--- src/rtl/ptpd_pkg.sv ---
// ----------------------------------------------------------------------------
// ptpd_pkg: shared types and constants of the predictor decoder
// Register indexes, mode and error codes, the queue entry and the Paeth pick.
// ----------------------------------------------------------------------------
package ptpd_pkg;

  localparam int unsigned MAX_ROW_BYTES_DEF   = 4096;
  localparam int unsigned MAX_PIXEL_BYTES_DEF = 8;

  // queue entry fields sized for the widest legal parameter values
  localparam int unsigned IDX_FIELD_W = 16;
  localparam int unsigned PBI_FIELD_W = 4;

  localparam int unsigned CFG_IDX_W  = 3;
  localparam int unsigned CFG_DATA_W = 32;

  localparam logic [CFG_IDX_W-1:0] REG_MODE  = 3'd0;
  localparam logic [CFG_IDX_W-1:0] REG_PIXEL = 3'd1;
  localparam logic [CFG_IDX_W-1:0] REG_ROW   = 3'd2;
  localparam logic [CFG_IDX_W-1:0] REG_LIMIT = 3'd3;

  localparam logic [3:0] MODE_PASS_MAX = 4'd1;
  localparam logic [3:0] MODE_TIFF     = 4'd2;
  localparam logic [3:0] MODE_PNG_LO   = 4'd10;
  localparam logic [3:0] MODE_PNG_HI   = 4'd15;

  localparam logic [2:0] ERR_NONE  = 3'd0;
  localparam logic [2:0] ERR_PRED  = 3'd1;
  localparam logic [2:0] ERR_ROW   = 3'd2;
  localparam logic [2:0] ERR_FILT  = 3'd3;
  localparam logic [2:0] ERR_LIMIT = 3'd4;

  localparam logic [2:0] FLT_NONE  = 3'd0;
  localparam logic [2:0] FLT_SUB   = 3'd1;
  localparam logic [2:0] FLT_UP    = 3'd2;
  localparam logic [2:0] FLT_AVG   = 3'd3;
  localparam logic [2:0] FLT_PAETH = 3'd4;

  // K_END: stream end after an error, clears the histories, no result
  typedef enum logic [1:0] {
    K_PASS,
    K_TIFF,
    K_PNG,
    K_END
  } kind_e;

  typedef struct packed {
    kind_e                  kind;
    logic [7:0]             data;
    logic                   last;
    logic [2:0]             err;
    logic [2:0]             filt;
    logic [IDX_FIELD_W-1:0] idx;
    logic                   use_left;
    logic                   first_row;
    logic [PBI_FIELD_W-1:0] pbi;
  } item_t;

  function automatic logic [7:0] paeth_pick(input logic [7:0] a, input logic [7:0] b,
                                            input logic [7:0] c);
    logic signed [10:0] p;
    logic signed [10:0] da;
    logic signed [10:0] db;
    logic signed [10:0] dc;
    p  = $signed({3'b000, a}) + $signed({3'b000, b}) - $signed({3'b000, c});
    da = p - $signed({3'b000, a});
    db = p - $signed({3'b000, b});
    dc = p - $signed({3'b000, c});
    if (da < 0) da = -da;
    if (db < 0) db = -db;
    if (dc < 0) dc = -dc;
    if (da <= db && da <= dc) return a;
    return (db <= dc) ? b : c;
  endfunction

endpackage

--- src/rtl/ptpd_fifo.sv ---
// ----------------------------------------------------------------------------
// ptpd_fifo: two-entry request queue between front and back
// Push and pop may happen in the same cycle.
// ----------------------------------------------------------------------------
module ptpd_fifo
  import ptpd_pkg::*;
(
  input  logic  clk_i,
  input  logic  rst_ni,
  input  logic  push_i,
  input  item_t din_i,
  output logic  full_o,
  input  logic  pop_i,
  output item_t dout_o,
  output logic  valid_o
);

  item_t      mem_q [2];
  logic       wr_q, rd_q;
  logic [1:0] cnt_q;

  assign full_o  = (cnt_q == 2'd2);
  assign valid_o = (cnt_q != 2'd0);
  assign dout_o  = mem_q[rd_q];

  always_ff @(posedge clk_i or negedge rst_ni) begin
    if (!rst_ni) begin
      wr_q  <= 1'b0;
      rd_q  <= 1'b0;
      cnt_q <= 2'd0;
    end else begin
      if (push_i) wr_q <= ~wr_q;
      if (pop_i) rd_q <= ~rd_q;
      if (push_i && !pop_i) cnt_q <= cnt_q + 2'd1;
      else if (pop_i && !push_i) cnt_q <= cnt_q - 2'd1;
    end
  end

  always_ff @(posedge clk_i) begin
    if (push_i) mem_q[wr_q] <= din_i;
  end

endmodule

--- config.mk ---
export PLATFORM = sky130hd
export DESIGN_NAME = ptpd_fifo
export DESIGN_NICKNAME = d
export VERILOG_FILES = /design/src/rtl/ptpd_pkg.sv /design/src/rtl/ptpd_fifo.sv
export SDC_FILE = /design/constraint.sdc
export NUM_CORES = 1
export LEC_CHECK = 0
export ABC_CLOCK_PERIOD_IN_PS = 7300
export BUFFER_PORTS_ARGS = -buffer_cell sky130_fd_sc_hd__buf_2
export CAP_MARGIN = 30
export CORE_ASPECT_RATIO = 2
export CORE_MARGIN = 2
export CORE_UTILIZATION = 32
export DETAILED_ROUTE_END_ITERATION = 12
export GPL_TIMING_DRIVEN = 0
export HOLD_SLACK_MARGIN = 0.06
export PLACE_DENSITY = 0.5
export SLEW_MARGIN = 0
export SYNTH_ARGS = -nofsm -noshare
export SYNTH_HDL_FRONTEND = slang
export SYNTH_SLANG_ARGS = --single-unit
--- constraint.sdc ---
create_clock -name clk_i -period 7.3 [get_ports clk_i]
set_input_delay 1.825 -clock clk_i [delete_from_list [all_inputs] [get_ports clk_i]]
set_output_delay 1.825 -clock clk_i [all_outputs]
set_load 0.05 [all_outputs]
==> flow_results.xml <==
<?xml version="1.0" encoding="UTF-8"?>
<metrics>
  <group name="final_layout">
    <metric name="layout_common_cells" unit="">sky130_fd_sc_hd__buf_2, sky130_fd_sc_hd__edfxtp_1, sky130_fd_sc_hd__mux2_2</metric>
    <metric name="area_delta_synth_final" unit="%">28.1</metric>
    <metric name="finish.cell_count_without_fillers" unit="">342</metric>
    <metric name="num-nets-final" unit="">277</metric>
    <metric name="stdcell_area" unit="sq um">3860</metric>
    <metric name="post_route_cells_drive_above_1_share" unit="%">59.7</metric>
    <metric name="layout.area.seq" unit="sq um">2440</metric>
    <metric name="multiInputGateArea" unit="sq um">533</metric>
    <metric name="filler_cell_count" unit="">880</metric>
    <metric name="antennaDiodeCount" unit="">0</metric>
    <metric name="layout_commonest_cell" unit="">sky130_fd_sc_hd__buf_2</metric>
  </group>
  <group name="grt">
    <metric name="grt_pass1_vias" unit="">1685</metric>
    <metric name="grt_use_total" unit="%">10.9</metric>
    <metric name="gr-total-overflow" unit="">0</metric>
    <metric name="grt_first_pass_wirelength" unit="mm">7.86</metric>
    <metric name="grt_antenna_before_repair" unit="">0</metric>
    <metric name="grt_max_degree" unit="">26</metric>
  </group>
  <group name="floorplanning">
    <metric name="core-area" unit="sq um">9260</metric>
    <metric name="dieWidth" unit="um">72.6</metric>
    <metric name="top_level_pins" unit="">84</metric>
    <metric name="die_height" unit="um">141</metric>
    <metric name="initial_utilization" unit="%">32.6</metric>
    <metric name="rows" unit="">50</metric>
    <metric name="dieArea" unit="sq um">10300</metric>
  </group>
  <group name="detailed_routing">
    <metric name="initialDrtViolationCount" unit="">59</metric>
    <metric name="highest_layer" unit="">met4</metric>
    <metric name="finalWirelength" unit="mm">5.42</metric>
    <metric name="postRouteAntennaNets" unit="">0</metric>
    <metric name="total_length_of_routed_met2_wires" unit="mm">3.10</metric>
    <metric name="detail_route.first_pass.iterations" unit="">3</metric>
    <metric name="drcViolationCount" unit="">0</metric>
    <metric name="vias" unit="">1555</metric>
    <metric name="wl_per_cell" unit="um">15.8</metric>
    <metric name="route.detailed.vias_per_inst" unit="">4.55</metric>
    <metric name="wl_met3" unit="um">273</metric>
    <metric name="wl_met1" unit="mm">1.88</metric>
  </group>
  <group name="setup_path">
    <metric name="cp.required" unit="ns">5.48</metric>
    <metric name="reg2reg_depth" unit="">2</metric>
    <metric name="rr_endpoint" unit="">mem_q[0][19]$_DFFE_PP_</metric>
    <metric name="timing.reg2reg.setup_slack" unit="ns">5.85</metric>
    <metric name="worstSetupStartpointType" unit="">register</metric>
    <metric name="crit_path_end" unit="">dout_o[31]</metric>
    <metric name="worstSetupEndpointType" unit="">output port</metric>
    <metric name="critical_path.startpoint" unit="">rd_q$_DFFE_PN0P_</metric>
    <metric name="crit_path_max_fanout" unit="">10</metric>
    <metric name="crit-reg2reg-launch" unit="">wr_q$_DFFE_PN0P_</metric>
    <metric name="class_of_the_most_critical_setup_path" unit="">reg -&gt; out</metric>
    <metric name="timing.critical_path.arrival" unit="ns">1.57</metric>
  </group>
  <group name="synthesis">
    <metric name="synth_top_family_by_area" unit="">multiplexers</metric>
    <metric name="synth.net_count" unit="">181</metric>
    <metric name="synthesis.instances" unit="">137</metric>
    <metric name="syn_avg_cell_area" unit="sq um">22.0</metric>
    <metric name="synth_seq_cells" unit="">82</metric>
    <metric name="muxShareOfSynthArea" unit="%">14.6</metric>
    <metric name="yosys.area_share.simple" unit="%">0.954</metric>
    <metric name="yosys.area_share.adder" unit="%">0.415</metric>
    <metric name="synth_area_in_compound_gates" unit="%">0</metric>
    <metric name="synthDistinctLibCells" unit="">12</metric>
    <metric name="yosys_warnings" unit="">0</metric>
    <metric name="sequential_to_total_area_share_from_yosys_stat" unit="%">81.0</metric>
    <metric name="synth_xor_area_share" unit="%">1.45</metric>
    <metric name="syn-cell-area" unit="sq um">3020</metric>
  </group>
  <group name="timing">
    <metric name="grt_setup_unrepaired" unit="">no</metric>
    <metric name="timing.max_slew.rel_slack" unit="%">65.7</metric>
    <metric name="clock_skew" unit="ns">0.00509</metric>
    <metric name="final-hold-violation-count" unit="">0</metric>
    <metric name="final_period_minus_worst_setup_slack" unit="ns">3.40</metric>
    <metric name="finalSetupViolCount" unit="">0</metric>
    <metric name="tns" unit="ns">0</metric>
    <metric name="final_min_period_over_clock_period" unit="%">46.5</metric>
    <metric name="upper_clock_frequency_limit" unit="MHz">295</metric>
    <metric name="timing_worst_slew_pin_value" unit="ns">0.514</metric>
    <metric name="slew_violations" unit="">0</metric>
  </group>
  <group name="outcome">
    <metric name="outcome" unit="">complete, no violations</metric>
  </group>
  <group name="clock_network">
    <metric name="cts-root-to-sink-buffers" unit="">2</metric>
    <metric name="number_of_hold_repair_buffers_added_at_the_cts_stage" unit="">0</metric>
    <metric name="cts_sinks" unit="">82</metric>
    <metric name="cts.repair.resized" unit="">0</metric>
    <metric name="clkSlewWorstSetupHoldPaths" unit="ns">0.06</metric>
    <metric name="post-cts-setup-buffer-count" unit="">0</metric>
    <metric name="cts_root_buffer" unit="">sky130_fd_sc_hd__clkbuf_16</metric>
    <metric name="ctsHtreeMaxLevel" unit="">3</metric>
    <metric name="cts-buffers-inserted" unit="">9</metric>
    <metric name="clock_insertion_delay_worst_skew" unit="ns">0.33</metric>
    <metric name="cts_tree" unit="">built</metric>
  </group>
  <group name="power">
    <metric name="power.switching_fraction" unit="%">39.7</metric>
    <metric name="power.share.sequential" unit="%">37.1</metric>
    <metric name="power.density" unit="nW/um^2">458</metric>
    <metric name="net_switching_power" unit="mW">0.702</metric>
    <metric name="p_comb_share" unit="%">41.1</metric>
    <metric name="power.internal" unit="mW">1.07</metric>
    <metric name="vdd_ir_drop_max" unit="mV">0.191</metric>
    <metric name="power.static_leakage" unit="nW">1.48</metric>
    <metric name="p_clk_share" unit="%">21.7</metric>
  </group>
  <group name="min_path">
    <metric name="worst_min_delay_path_class" unit="">reg -&gt; reg</metric>
  </group>
  <group name="placed_design">
    <metric name="placedCellCount" unit="">326</metric>
    <metric name="portBuffers" unit="">83</metric>
    <metric name="post_dp_cell_area" unit="sq um">3610</metric>
    <metric name="routability_driven_placement_congestion_ratio" unit="">0.668</metric>
    <metric name="dp_hpwl" unit="mm">3.76</metric>
  </group>
  <group name="flow_run">
    <metric name="maxCapViolCount" unit="">0</metric>
  </group>
</metrics>
## worst max-delay path, stage by stage, from the launching register on
cell and delay (ns):
sky130_fd_sc_hd__dfrtp_1 0.47, sky130_fd_sc_hd__buf_6 0.20, sky130_fd_sc_hd__mux2_2 0.35, sky130_fd_sc_hd__buf_2 0.21
## through the flow
step	setup WS, ns	utilization, %	total power, mW	hold slack [ns]
2_1_floorplan	3.29	-	1.23	0.447
3_3_place_gp	1.95	38.5	1.39	0.466
3_5_place_dp	4.22	39.0	1.41	0.481
4_1_cts	3.85	41.7	1.80	0.490
5_1_grt	3.83	41.7	1.85	0.512
6_report	3.90	41.7	1.77	0.490
## flip-flops by register name, indices dropped and copies added (netlist names)
| signal | count |
|---|---|
| rd_q | 1 |
| wr_q | 1 |
| mem_q | 78 |
| cnt_q | 2 |
## power by group through the flow
stage               logic [mW]  registers (mW)  clock network [mW]
detailed placement       0.742           0.668                   0
finish                   0.727           0.656               0.385
floorplan                0.574           0.661                   0
global placement         0.724           0.669                   0
global route             0.765           0.666               0.415
CTS                      0.744           0.659               0.398
## per-layer routing
layer / GRT usage, % / vias to the layer above
met5: 0 / -
li1: - / 728
met2: 20.3 / 51
met4: 7.60 / 0
met1: 9.36 / 764
met3: 3.20 / 12
## kinds of logic after synthesis
logic type,Yosys count
xor gates and xnor gates,5
adders and majority gates,1
buffers and inverters,5
DFF,82
muxes,39
and+or+nand+nor,5
## synthesized netlist by cell type
| library cell | instances | area [sq um] |
|---|---|---|
| sky130_fd_sc_hd__nor2b_1 | 2 | 12.5 |
| sky130_fd_sc_hd__inv_1 | 1 | 3.75 |
| sky130_fd_sc_hd__or2_2 | 1 | 6.26 |
| sky130_fd_sc_hd__nor2_1 | 1 | 3.75 |
| sky130_fd_sc_hd__mux2_2 | 39 | 439 |
| sky130_fd_sc_hd__xor2_1 | 4 | 35.0 |
| sky130_fd_sc_hd__and2_1 | 1 | 6.26 |
| sky130_fd_sc_hd__xnor2_1 | 1 | 8.76 |
| sky130_fd_sc_hd__ha_1 | 1 | 12.5 |
| sky130_fd_sc_hd__dfrtp_1 | 4 | 100 |
| sky130_fd_sc_hd__buf_6 | 4 | 45.0 |
| sky130_fd_sc_hd__edfxtp_1 | 78 | 2340 |
## cell type report
class	count	share of cell area [%]
clock buffer	11	6.02
timing repair buffer	85	11.8
multi-input combinational	50	13.8
clock inverter	5	0.551
buffer	4	1.17
inverter	1	0.0972
sequential	82	63.2
tap	104	3.37
## worst min path at each step
stage | to | from | cells past startpoint
3_3_place_gp | cnt_q[1]$_DFFE_PN0P_ | cnt_q[1]$_DFFE_PN0P_ | 1
2_1_floorplan | cnt_q[1]$_DFFE_PN0P_ | cnt_q[1]$_DFFE_PN0P_ | 1
4_1_cts | cnt_q[1]$_DFFE_PN0P_ | cnt_q[1]$_DFFE_PN0P_ | 1
3_5_place_dp | cnt_q[1]$_DFFE_PN0P_ | cnt_q[1]$_DFFE_PN0P_ | 1
6_report | cnt_q[1]$_DFFE_PN0P_ | cnt_q[1]$_DFFE_PN0P_ | 1
5_1_grt | cnt_q[1]$_DFFE_PN0P_ | cnt_q[1]$_DFFE_PN0P_ | 1
Note: power is estimated with default switching activity, not from simulation.
