`src/rtl/ptpd_pkg.sv`:
```
// ----------------------------------------------------------------------------
// ptpd_pkg: shared types and constants of the predictor decoder
// Register indexes, mode and error codes, the queue entry and the Paeth pick.
// ----------------------------------------------------------------------------
package ptpd_pkg;

  localparam int unsigned MAX_ROW_BYTES_DEF   = 4096;
  localparam int unsigned MAX_PIXEL_BYTES_DEF = 8;

  // queue entry fields sized for the widest legal parameter values
  localparam int unsigned IDX_FIELD_W = 16;
  localparam int unsigned PBI_FIELD_W = 4;

  localparam int unsigned CFG_IDX_W  = 3;
  localparam int unsigned CFG_DATA_W = 32;

  localparam logic [CFG_IDX_W-1:0] REG_MODE  = 3'd0;
  localparam logic [CFG_IDX_W-1:0] REG_PIXEL = 3'd1;
  localparam logic [CFG_IDX_W-1:0] REG_ROW   = 3'd2;
  localparam logic [CFG_IDX_W-1:0] REG_LIMIT = 3'd3;

  localparam logic [3:0] MODE_PASS_MAX = 4'd1;
  localparam logic [3:0] MODE_TIFF     = 4'd2;
  localparam logic [3:0] MODE_PNG_LO   = 4'd10;
  localparam logic [3:0] MODE_PNG_HI   = 4'd15;

  localparam logic [2:0] ERR_NONE  = 3'd0;
  localparam logic [2:0] ERR_PRED  = 3'd1;
  localparam logic [2:0] ERR_ROW   = 3'd2;
  localparam logic [2:0] ERR_FILT  = 3'd3;
  localparam logic [2:0] ERR_LIMIT = 3'd4;

  localparam logic [2:0] FLT_NONE  = 3'd0;
  localparam logic [2:0] FLT_SUB   = 3'd1;
  localparam logic [2:0] FLT_UP    = 3'd2;
  localparam logic [2:0] FLT_AVG   = 3'd3;
  localparam logic [2:0] FLT_PAETH = 3'd4;

  // K_END: stream end after an error, clears the histories, no result
  typedef enum logic [1:0] {
    K_PASS,
    K_TIFF,
    K_PNG,
    K_END
  } kind_e;

  typedef struct packed {
    kind_e                  kind;
    logic [7:0]             data;
    logic                   last;
    logic [2:0]             err;
    logic [2:0]             filt;
    logic [IDX_FIELD_W-1:0] idx;
    logic                   use_left;
    logic                   first_row;
    logic [PBI_FIELD_W-1:0] pbi;
  } item_t;

  function automatic logic [7:0] paeth_pick(input logic [7:0] a, input logic [7:0] b,
                                            input logic [7:0] c);
    logic signed [10:0] p;
    logic signed [10:0] da;
    logic signed [10:0] db;
    logic signed [10:0] dc;
    p  = $signed({3'b000, a}) + $signed({3'b000, b}) - $signed({3'b000, c});
    da = p - $signed({3'b000, a});
    db = p - $signed({3'b000, b});
    dc = p - $signed({3'b000, c});
    if (da < 0) da = -da;
    if (db < 0) db = -db;
    if (dc < 0) dc = -dc;
    if (da <= db && da <= dc) return a;
    return (db <= dc) ? b : c;
  endfunction

endpackage

```
`src/rtl/ptpd_if.sv`:
```
// ----------------------------------------------------------------------------
// ptpd channel interfaces
// Byte input, result output and register write channels, valid/ready each.
// ----------------------------------------------------------------------------
interface ptpd_in_if;
  logic       valid;
  logic       ready;
  logic [7:0] in_byte;
  logic       in_last;
  modport source (output valid, output in_byte, output in_last, input ready);
  modport sink   (input valid, input in_byte, input in_last, output ready);
endinterface


interface ptpd_cfg_if;
  logic        valid;
  logic        ready;
  logic [2:0]  reg_index;
  logic [31:0] reg_data;
  modport source (output valid, output reg_index, output reg_data, input ready);
  modport sink   (input valid, input reg_index, input reg_data, output ready);
endinterface

```
`src/rtl/ptpd_front.sv`:
```
// ----------------------------------------------------------------------------
// ptpd_front: register file, row tracking and request classification
// Decides per byte: no result, a decode request, or an error result.
// ----------------------------------------------------------------------------
module ptpd_front
  import ptpd_pkg::*;
#(
  parameter int unsigned MAX_ROW_BYTES   = MAX_ROW_BYTES_DEF,
  parameter int unsigned MAX_PIXEL_BYTES = MAX_PIXEL_BYTES_DEF
) (
  input  logic  clk_i,
  input  logic  rst_ni,
  ptpd_in_if.sink  in_i,
  ptpd_cfg_if.sink cfg_i,
  input  logic  q_full_i,
  output logic  q_push_o,
  output item_t q_item_o
);

  localparam int unsigned CW  = $clog2(MAX_ROW_BYTES + 2);
  localparam int unsigned PBW = $clog2(MAX_PIXEL_BYTES + 1);

  logic [3:0]  mode_q, pix_q;
  logic [12:0] row_q;
  logic [31:0] limit_q;

  logic [CW-1:0] col_q, col_d;
  logic [2:0]    flt_q, flt_d;
  logic          first_q, first_d;
  logic [31:0]   cnt_q, cnt_d;
  logic          fail_q, fail_d;

  logic [CW-1:0]  rl_eff;
  logic [PBW-1:0] pb_eff;
  logic           acc;

  assign cfg_i.ready = 1'b1;
  assign in_i.ready  = !q_full_i;
  assign acc         = in_i.valid && !q_full_i;

  always_comb begin
    if (row_q == 13'd0) rl_eff = CW'(1);
    else if (32'(row_q) > 32'(MAX_ROW_BYTES)) rl_eff = CW'(MAX_ROW_BYTES);
    else rl_eff = CW'(row_q);
    if (pix_q == 4'd0) pb_eff = PBW'(1);
    else if (32'(pix_q) > 32'(MAX_PIXEL_BYTES)) pb_eff = PBW'(MAX_PIXEL_BYTES);
    else pb_eff = PBW'(pix_q);
  end

  always_ff @(posedge clk_i or negedge rst_ni) begin
    if (!rst_ni) begin
      mode_q  <= MODE_PASS_MAX;
      pix_q   <= 4'd1;
      row_q   <= 13'd1;
      limit_q <= '1;
    end else if (cfg_i.valid) begin
      case (cfg_i.reg_index)
        REG_MODE:  mode_q  <= cfg_i.reg_data[3:0];
        REG_PIXEL: pix_q   <= cfg_i.reg_data[3:0];
        REG_ROW:   row_q   <= cfg_i.reg_data[12:0];
        REG_LIMIT: limit_q <= cfg_i.reg_data;
        default: ;
      endcase
    end
  end

  always_comb begin
    logic          do_emit, do_fail, end_s;
    logic [2:0]    fcode;
    logic [CW-1:0] col, ncol, idx;
    col_d    = col_q;
    flt_d    = flt_q;
    first_d  = first_q;
    cnt_d    = cnt_q;
    fail_d   = fail_q;
    q_push_o = 1'b0;
    do_emit  = 1'b0;
    do_fail  = 1'b0;
    end_s    = 1'b0;
    fcode    = ERR_NONE;
    col      = '0;
    ncol     = '0;
    idx      = '0;
    q_item_o.kind      = K_PASS;
    q_item_o.data      = in_i.in_byte;
    q_item_o.last      = in_i.in_last;
    q_item_o.err       = ERR_NONE;
    q_item_o.filt      = flt_q;
    q_item_o.idx       = '0;
    q_item_o.use_left  = 1'b0;
    q_item_o.first_row = first_q;
    q_item_o.pbi       = PBI_FIELD_W'(pb_eff - PBW'(1));
    if (acc) begin
      if (fail_q) begin
        end_s = in_i.in_last;
        // back side still has to clear its histories at the stream end
        if (in_i.in_last) begin
          q_push_o      = 1'b1;
          q_item_o.kind = K_END;
        end
      end else if (mode_q <= MODE_PASS_MAX) begin
        do_emit = 1'b1;
      end else if (mode_q != MODE_TIFF && (mode_q < MODE_PNG_LO || mode_q > MODE_PNG_HI)) begin
        do_fail = 1'b1;
        fcode   = ERR_PRED;
      end else if (mode_q == MODE_TIFF) begin
        col = (col_q >= rl_eff) ? '0 : col_q;
        q_item_o.kind     = K_TIFF;
        q_item_o.use_left = (32'(col) >= 32'(pb_eff));
        ncol = col + CW'(1);
        if (ncol == rl_eff) ncol = '0;
        col_d = ncol;
        if (in_i.in_last && ncol != '0) begin
          do_fail = 1'b1;
          fcode   = ERR_ROW;
        end else begin
          do_emit = 1'b1;
        end
      end else begin
        col = (col_q > rl_eff) ? '0 : col_q;
        if (col == '0) begin
          col_d = '0;
          if (in_i.in_last) begin
            do_fail = 1'b1;
            fcode   = ERR_ROW;
          end else if (in_i.in_byte > 8'(FLT_PAETH)) begin
            do_fail = 1'b1;
            fcode   = ERR_FILT;
          end else begin
            flt_d = in_i.in_byte[2:0];
            col_d = CW'(1);
          end
        end else begin
          idx = col - CW'(1);
          q_item_o.kind     = K_PNG;
          q_item_o.idx      = IDX_FIELD_W'(idx);
          q_item_o.use_left = (32'(idx) >= 32'(pb_eff));
          ncol = col + CW'(1);
          if (ncol > rl_eff) begin
            ncol    = '0;
            first_d = 1'b0;
          end
          col_d = ncol;
          if (in_i.in_last && ncol != '0) begin
            do_fail = 1'b1;
            fcode   = ERR_ROW;
          end else begin
            do_emit = 1'b1;
          end
        end
      end
      if (do_emit) begin
        if (cnt_q >= limit_q) begin
          do_fail = 1'b1;
          fcode   = ERR_LIMIT;
        end else begin
          cnt_d    = cnt_q + 32'd1;
          q_push_o = 1'b1;
          end_s    = in_i.in_last;
        end
      end
      if (do_fail) begin
        q_push_o     = 1'b1;
        q_item_o.err = fcode;
        if (in_i.in_last) end_s = 1'b1;
        else fail_d = 1'b1;
      end
      if (end_s) begin
        col_d   = '0;
        flt_d   = FLT_NONE;
        first_d = 1'b1;
        cnt_d   = '0;
        fail_d  = 1'b0;
      end
    end
  end

  always_ff @(posedge clk_i or negedge rst_ni) begin
    if (!rst_ni) begin
      col_q   <= '0;
      flt_q   <= FLT_NONE;
      first_q <= 1'b1;
      cnt_q   <= '0;
      fail_q  <= 1'b0;
    end else begin
      col_q   <= col_d;
      flt_q   <= flt_d;
      first_q <= first_d;
      cnt_q   <= cnt_d;
      fail_q  <= fail_d;
    end
  end

endmodule

```
`src/flat_wrapper.sv`:
```
// flat-port wrapper written by rule: the top's interface ports become plain ports
module ptpd_front_flat import ptpd_pkg::*;
#(
  parameter int unsigned MAX_ROW_BYTES   = MAX_ROW_BYTES_DEF,
  parameter int unsigned MAX_PIXEL_BYTES = MAX_PIXEL_BYTES_DEF
)
  (clk_i, rst_ni, q_full_i, q_push_o, q_item_o, in_i_valid, in_i_in_byte, in_i_in_last, in_i_ready, cfg_i_valid, cfg_i_reg_index, cfg_i_reg_data, cfg_i_ready);
  ptpd_in_if in_i_i ();
  ptpd_cfg_if cfg_i_i ();
  input  logic clk_i;
  input  logic rst_ni;
  input  logic q_full_i;
  output logic q_push_o;
  output item_t q_item_o;
  input wire logic [$bits(in_i_i.valid)-1:0] in_i_valid;
  input wire logic [$bits(in_i_i.in_byte)-1:0] in_i_in_byte;
  input wire logic [$bits(in_i_i.in_last)-1:0] in_i_in_last;
  output wire logic [$bits(in_i_i.ready)-1:0] in_i_ready;
  input wire logic [$bits(cfg_i_i.valid)-1:0] cfg_i_valid;
  input wire logic [$bits(cfg_i_i.reg_index)-1:0] cfg_i_reg_index;
  input wire logic [$bits(cfg_i_i.reg_data)-1:0] cfg_i_reg_data;
  output wire logic [$bits(cfg_i_i.ready)-1:0] cfg_i_ready;
  assign in_i_i.valid = in_i_valid;
  assign in_i_i.in_byte = in_i_in_byte;
  assign in_i_i.in_last = in_i_in_last;
  assign in_i_ready = in_i_i.ready;
  assign cfg_i_i.valid = cfg_i_valid;
  assign cfg_i_i.reg_index = cfg_i_reg_index;
  assign cfg_i_i.reg_data = cfg_i_reg_data;
  assign cfg_i_ready = cfg_i_i.ready;
  ptpd_front #(.MAX_ROW_BYTES(MAX_ROW_BYTES), .MAX_PIXEL_BYTES(MAX_PIXEL_BYTES)) u_core (.clk_i(clk_i), .rst_ni(rst_ni), .in_i(in_i_i), .cfg_i(cfg_i_i), .q_full_i(q_full_i), .q_push_o(q_push_o), .q_item_o(q_item_o));
endmodule
```
`config.mk`:
```
export PLATFORM = sky130hd
export DESIGN_NAME = ptpd_front_flat
export DESIGN_NICKNAME = d
export VERILOG_FILES = /design/src/rtl/ptpd_pkg.sv /design/src/rtl/ptpd_if.sv /design/src/rtl/ptpd_front.sv /design/src/flat_wrapper.sv
export SDC_FILE = /design/constraint.sdc
export NUM_CORES = 1
export LEC_CHECK = 0
export BUFFER_PORTS_ARGS = -buffer_cell sky130_fd_sc_hd__buf_2
export CAP_MARGIN = 20
export CORE_ASPECT_RATIO = 0.75
export CORE_UTILIZATION = 44
export DETAILED_ROUTE_END_ITERATION = 8
export PLACE_DENSITY_LB_ADDON = 0.08
export SYNTH_ARGS = -nofsm -noshare
export SYNTH_HDL_FRONTEND = slang
export SYNTH_SLANG_ARGS = --single-unit
```
`constraint.sdc`:
```
create_clock -name clk_i -period 8.45 [get_ports clk_i]
set_input_delay 1.69 -clock clk_i [delete_from_list [all_inputs] [get_ports clk_i]]
set_output_delay 1.69 -clock clk_i [all_outputs]
set_load 0.05 [all_outputs]
```
==> flow_summary.yaml <==
drt:
  drc_errors: 0
  wl_per_cell_um: 19.5
  routed_wl_um: 24600
  viasPerCell: 5.86
  first_pass_iters: 5
  ant_nets: 0
  drt-initial-drc-count: 619
  routed-via-count: 7426
synth:
  netlist_area_um2: 8300
  synth-edff-count: 0
  netlist.area_leader.share_pct: 20.2
  yosys_most_used_dff: "dfrtp_1"
  ys_seq_area_share_pct: 31.6
  synthCells: 953
  synth_seq_cells: 103
  ys_top_cells_by_area: "dfrtp_1, dfstp_2, ha_1"
  ys_warn_count: 0
  synth_async_sr_flop_share_pct: 100
  syn_area_per_cell_um2: 8.71
  synth_top_cell_by_area: "dfrtp_1"
  ys_types: 77
timing:
  period_minus_slack_ns: 8.09
  max_slew.worst_pin.slew_ns: 1.02
  fin_skew_ns: 0.00922
  timing.fmax_mhz: 124
  setup_viol: 0
  post-route-period-util_pct: 95.8
  drv_slew: 0
  max-slew-margin-rel_pct: 31.7
  hold_viol_final: 0
  rsz0062_at_grt: "no"
  fin_setup_tns_ns: 0
  fin_ws_ns: 0.356
critical_path:
  r2r_end: "u_core.cnt_q[7]"
  critPathMaxStageDelay_ns: 0.49
  required_ns: 6.76
  r2r_start: "u_core.row_q[12]"
  cp-start-kind: "flop"
  critPathKind: "flop to primary output"
  cpLargestDelayFamily: "simple AND/OR/NAND/NOR gates"
  crit_path_max_fanout: 10
  r2r_setup_slack_ns: 1.64
  path_cells: "clkinvlp_4 > nand2_1 > ha_1 > and4_1 > and2_1 > a21boi_0 > o31a_1 > inv_1 > ha_2 > inv_1 > or3_1 > or2_2 > xor2_1 > nor2_1 > ha_1 > nand3_1 > nor4_1 > a211o_1 > a31o_2 > o311ai_2 > a21oi_1 > or3_1 > a31oi_1 > clkbuf_4"
  crit_arrival_ns: 6.40
  crit_slowest_cell: "dfrtp_2"
  critPathCaptureType: "primary output"
  rr_worst_depth: 26
  cp_num_buf_inv: 4
cts:
  clock_sinks: 103
  insertion_delay_ns: 0.36
  htreeDepth: 3
  cts-buffers-inserted: 9
  clk_pin_slew_worst_paths_ns: 0.07
  post-cts-setup-buffers: 0
  cts_resized: 0
  cts-root-buf: "clkbuf_16"
  clockBufferDepth: 2
  cts_tree: "built"
  holdBufCountCts: 0
outcome:
  outcome: "finished, final reports clean"
placement:
  place_congestion: 0.990
  dp_slack_ns: 0.597
  port_buffers: 85
  dp_cells: 1250
  dp_hpwl_um: 18600
worst_hold_path:
  min_path_cells: 2
  hp-start: "u_core.flt_q[0]"
  hold_class: "flop to flop"
  hold-path-endpoint: "u_core.flt_q[0]"
cells_and_area:
  diodes: 0
  drive_gt1_share_pct: 22.8
  layout_commonest_cell: "buf_2"
  nFillCells: 1824
  fin_nets: 1135
  area_growth_pct: 11.6
  postLayoutCoreUtil_pct: 50.1
  layout_common_cells: "buf_2, nand2_1, ha_1"
  final_cells: 1267
grt:
  overflow: 0
  grt_usage_pct: 26.3
  grt_pass1_vias: 6784
  grt_pass1_wl_um: 39100
  grt_max_degree: 71
  antenna_found_initial: 0
pwr:
  max-vdd-ir-drop_mv: 0.172
  powerDensity_nw_per_um2: 221
  power.leakage_uw: 0.00416
floorplanning:
  core_area_um2: 18500
  start_util_pct: 44.9
  die_area_um2: 19400
  die_y_um: 121
  ioPinCount: 91
  die_w_um: 161
  fp-row-count: 43
job:
  drv_cap: 0
-- per-stage QoR --
stage / total power, uW / hold slack [ns] / area [um2]
4_1_cts: 2040 / 0.485 / 9230
3_3_place_gp: 1590 / 0.462 / 8940
6_report: 2050 / 0.478 / 9270
2_1_floorplan: 1330 / 0.458 / 8310
3_5_place_dp: 1590 / 0.468 / 8940
5_1_grt: 2190 / 0.539 / 9270
-- report_power, final --
part | leakage, uW | internal [uW] | switching [uW]
logic | 0.00275 | 352 | 600
clock network | 0.000143 | 234 | 206
registers | 0.00127 | 589 | 67.8
-- synth_stat cells, types with 10 or more instances --
cell type,count
clkbuf_1,30
and2_1,11
a21oi_1,69
a21o_1,10
inv_1,59
dfrtp_1,67
nor2b_1,12
nor2_1,62
o31ai_1,15
o21ai_0,54
buf_4,15
nand3_1,25
nand4_1,19
nor4_1,15
mux2_2,51
or3_1,21
dfstp_2,36
ha_1,71
xnor2_1,32
buf_2,12
nand2_1,80
and3_1,12
nor3_1,20
-- layer usage --
metal	GRT usage, %	routed length [um]	vias up
met3	6.84	2360	18
met2	33.1	9030	298
li1	-	-	3597
met1	43.0	13000	3513
met4	5.42	233	0
met5	0	0	-
-- cell type report --
cell class / instances / area (um2) / area share (%)
Sequential cell: 103 / 2620 / 28.3
Timing Repair Buffer: 108 / 611 / 6.59
Clock inverter: 5 / 63.8 / 0.689
Clock buffer: 11 / 233 / 2.51
Inverter: 63 / 240 / 2.59
Tap cell: 247 / 309 / 3.34
Multi-Input combinational cell: 730 / 5190 / 56.0
-- worst max path at each step --
stage | from | to | slack (ns) | depth (start not counted)
after global routing | u_core.row_q[12] | q_push_o | 0.02 | 23
final | u_core.row_q[12] | q_push_o | 0.36 | 24
after floorplan | u_core.row_q[12] | q_push_o | 0.63 | 26
after CTS | u_core.row_q[12] | q_push_o | 0.14 | 23
after detailed placement | u_core.row_q[12] | q_push_o | 0.60 | 23
after global placement | u_core.row_q[12] | q_push_o | 0.80 | 24
-- worst min-delay path, delay by kind of cell, from the launching register on --
kind	cells	cell delay (ns)
AOI/OAI and AO/OA	1	0.06
DFF	1	0.34
and+or+nand+nor	1	0.04
-- flip-flops by register name, indices dropped and copies added, names as in the netlist --
register        count
u_core.cnt_q       32
u_core.flt_q        3
u_core.pix_q        4
u_core.fail_q       1
u_core.first_q      1
u_core.col_q       13
u_core.row_q       13
u_core.mode_q       4
u_core.limit_q     32
-- kinds of logic (layout without fill, tap and decap cells) --
group,after synthesis,after routing,synth area share (%)
mux,56,56,7.52
compound gates,236,236,18.8
simple gates,325,325,21.0
flops,103,103,31.6
xor+xnor,37,37,3.90
buf+inv,123,187,6.42
other cells,2,5,0.0904
fa+ha+maj,71,71,10.7
Note: power is estimated with default switching activity, not from simulation.
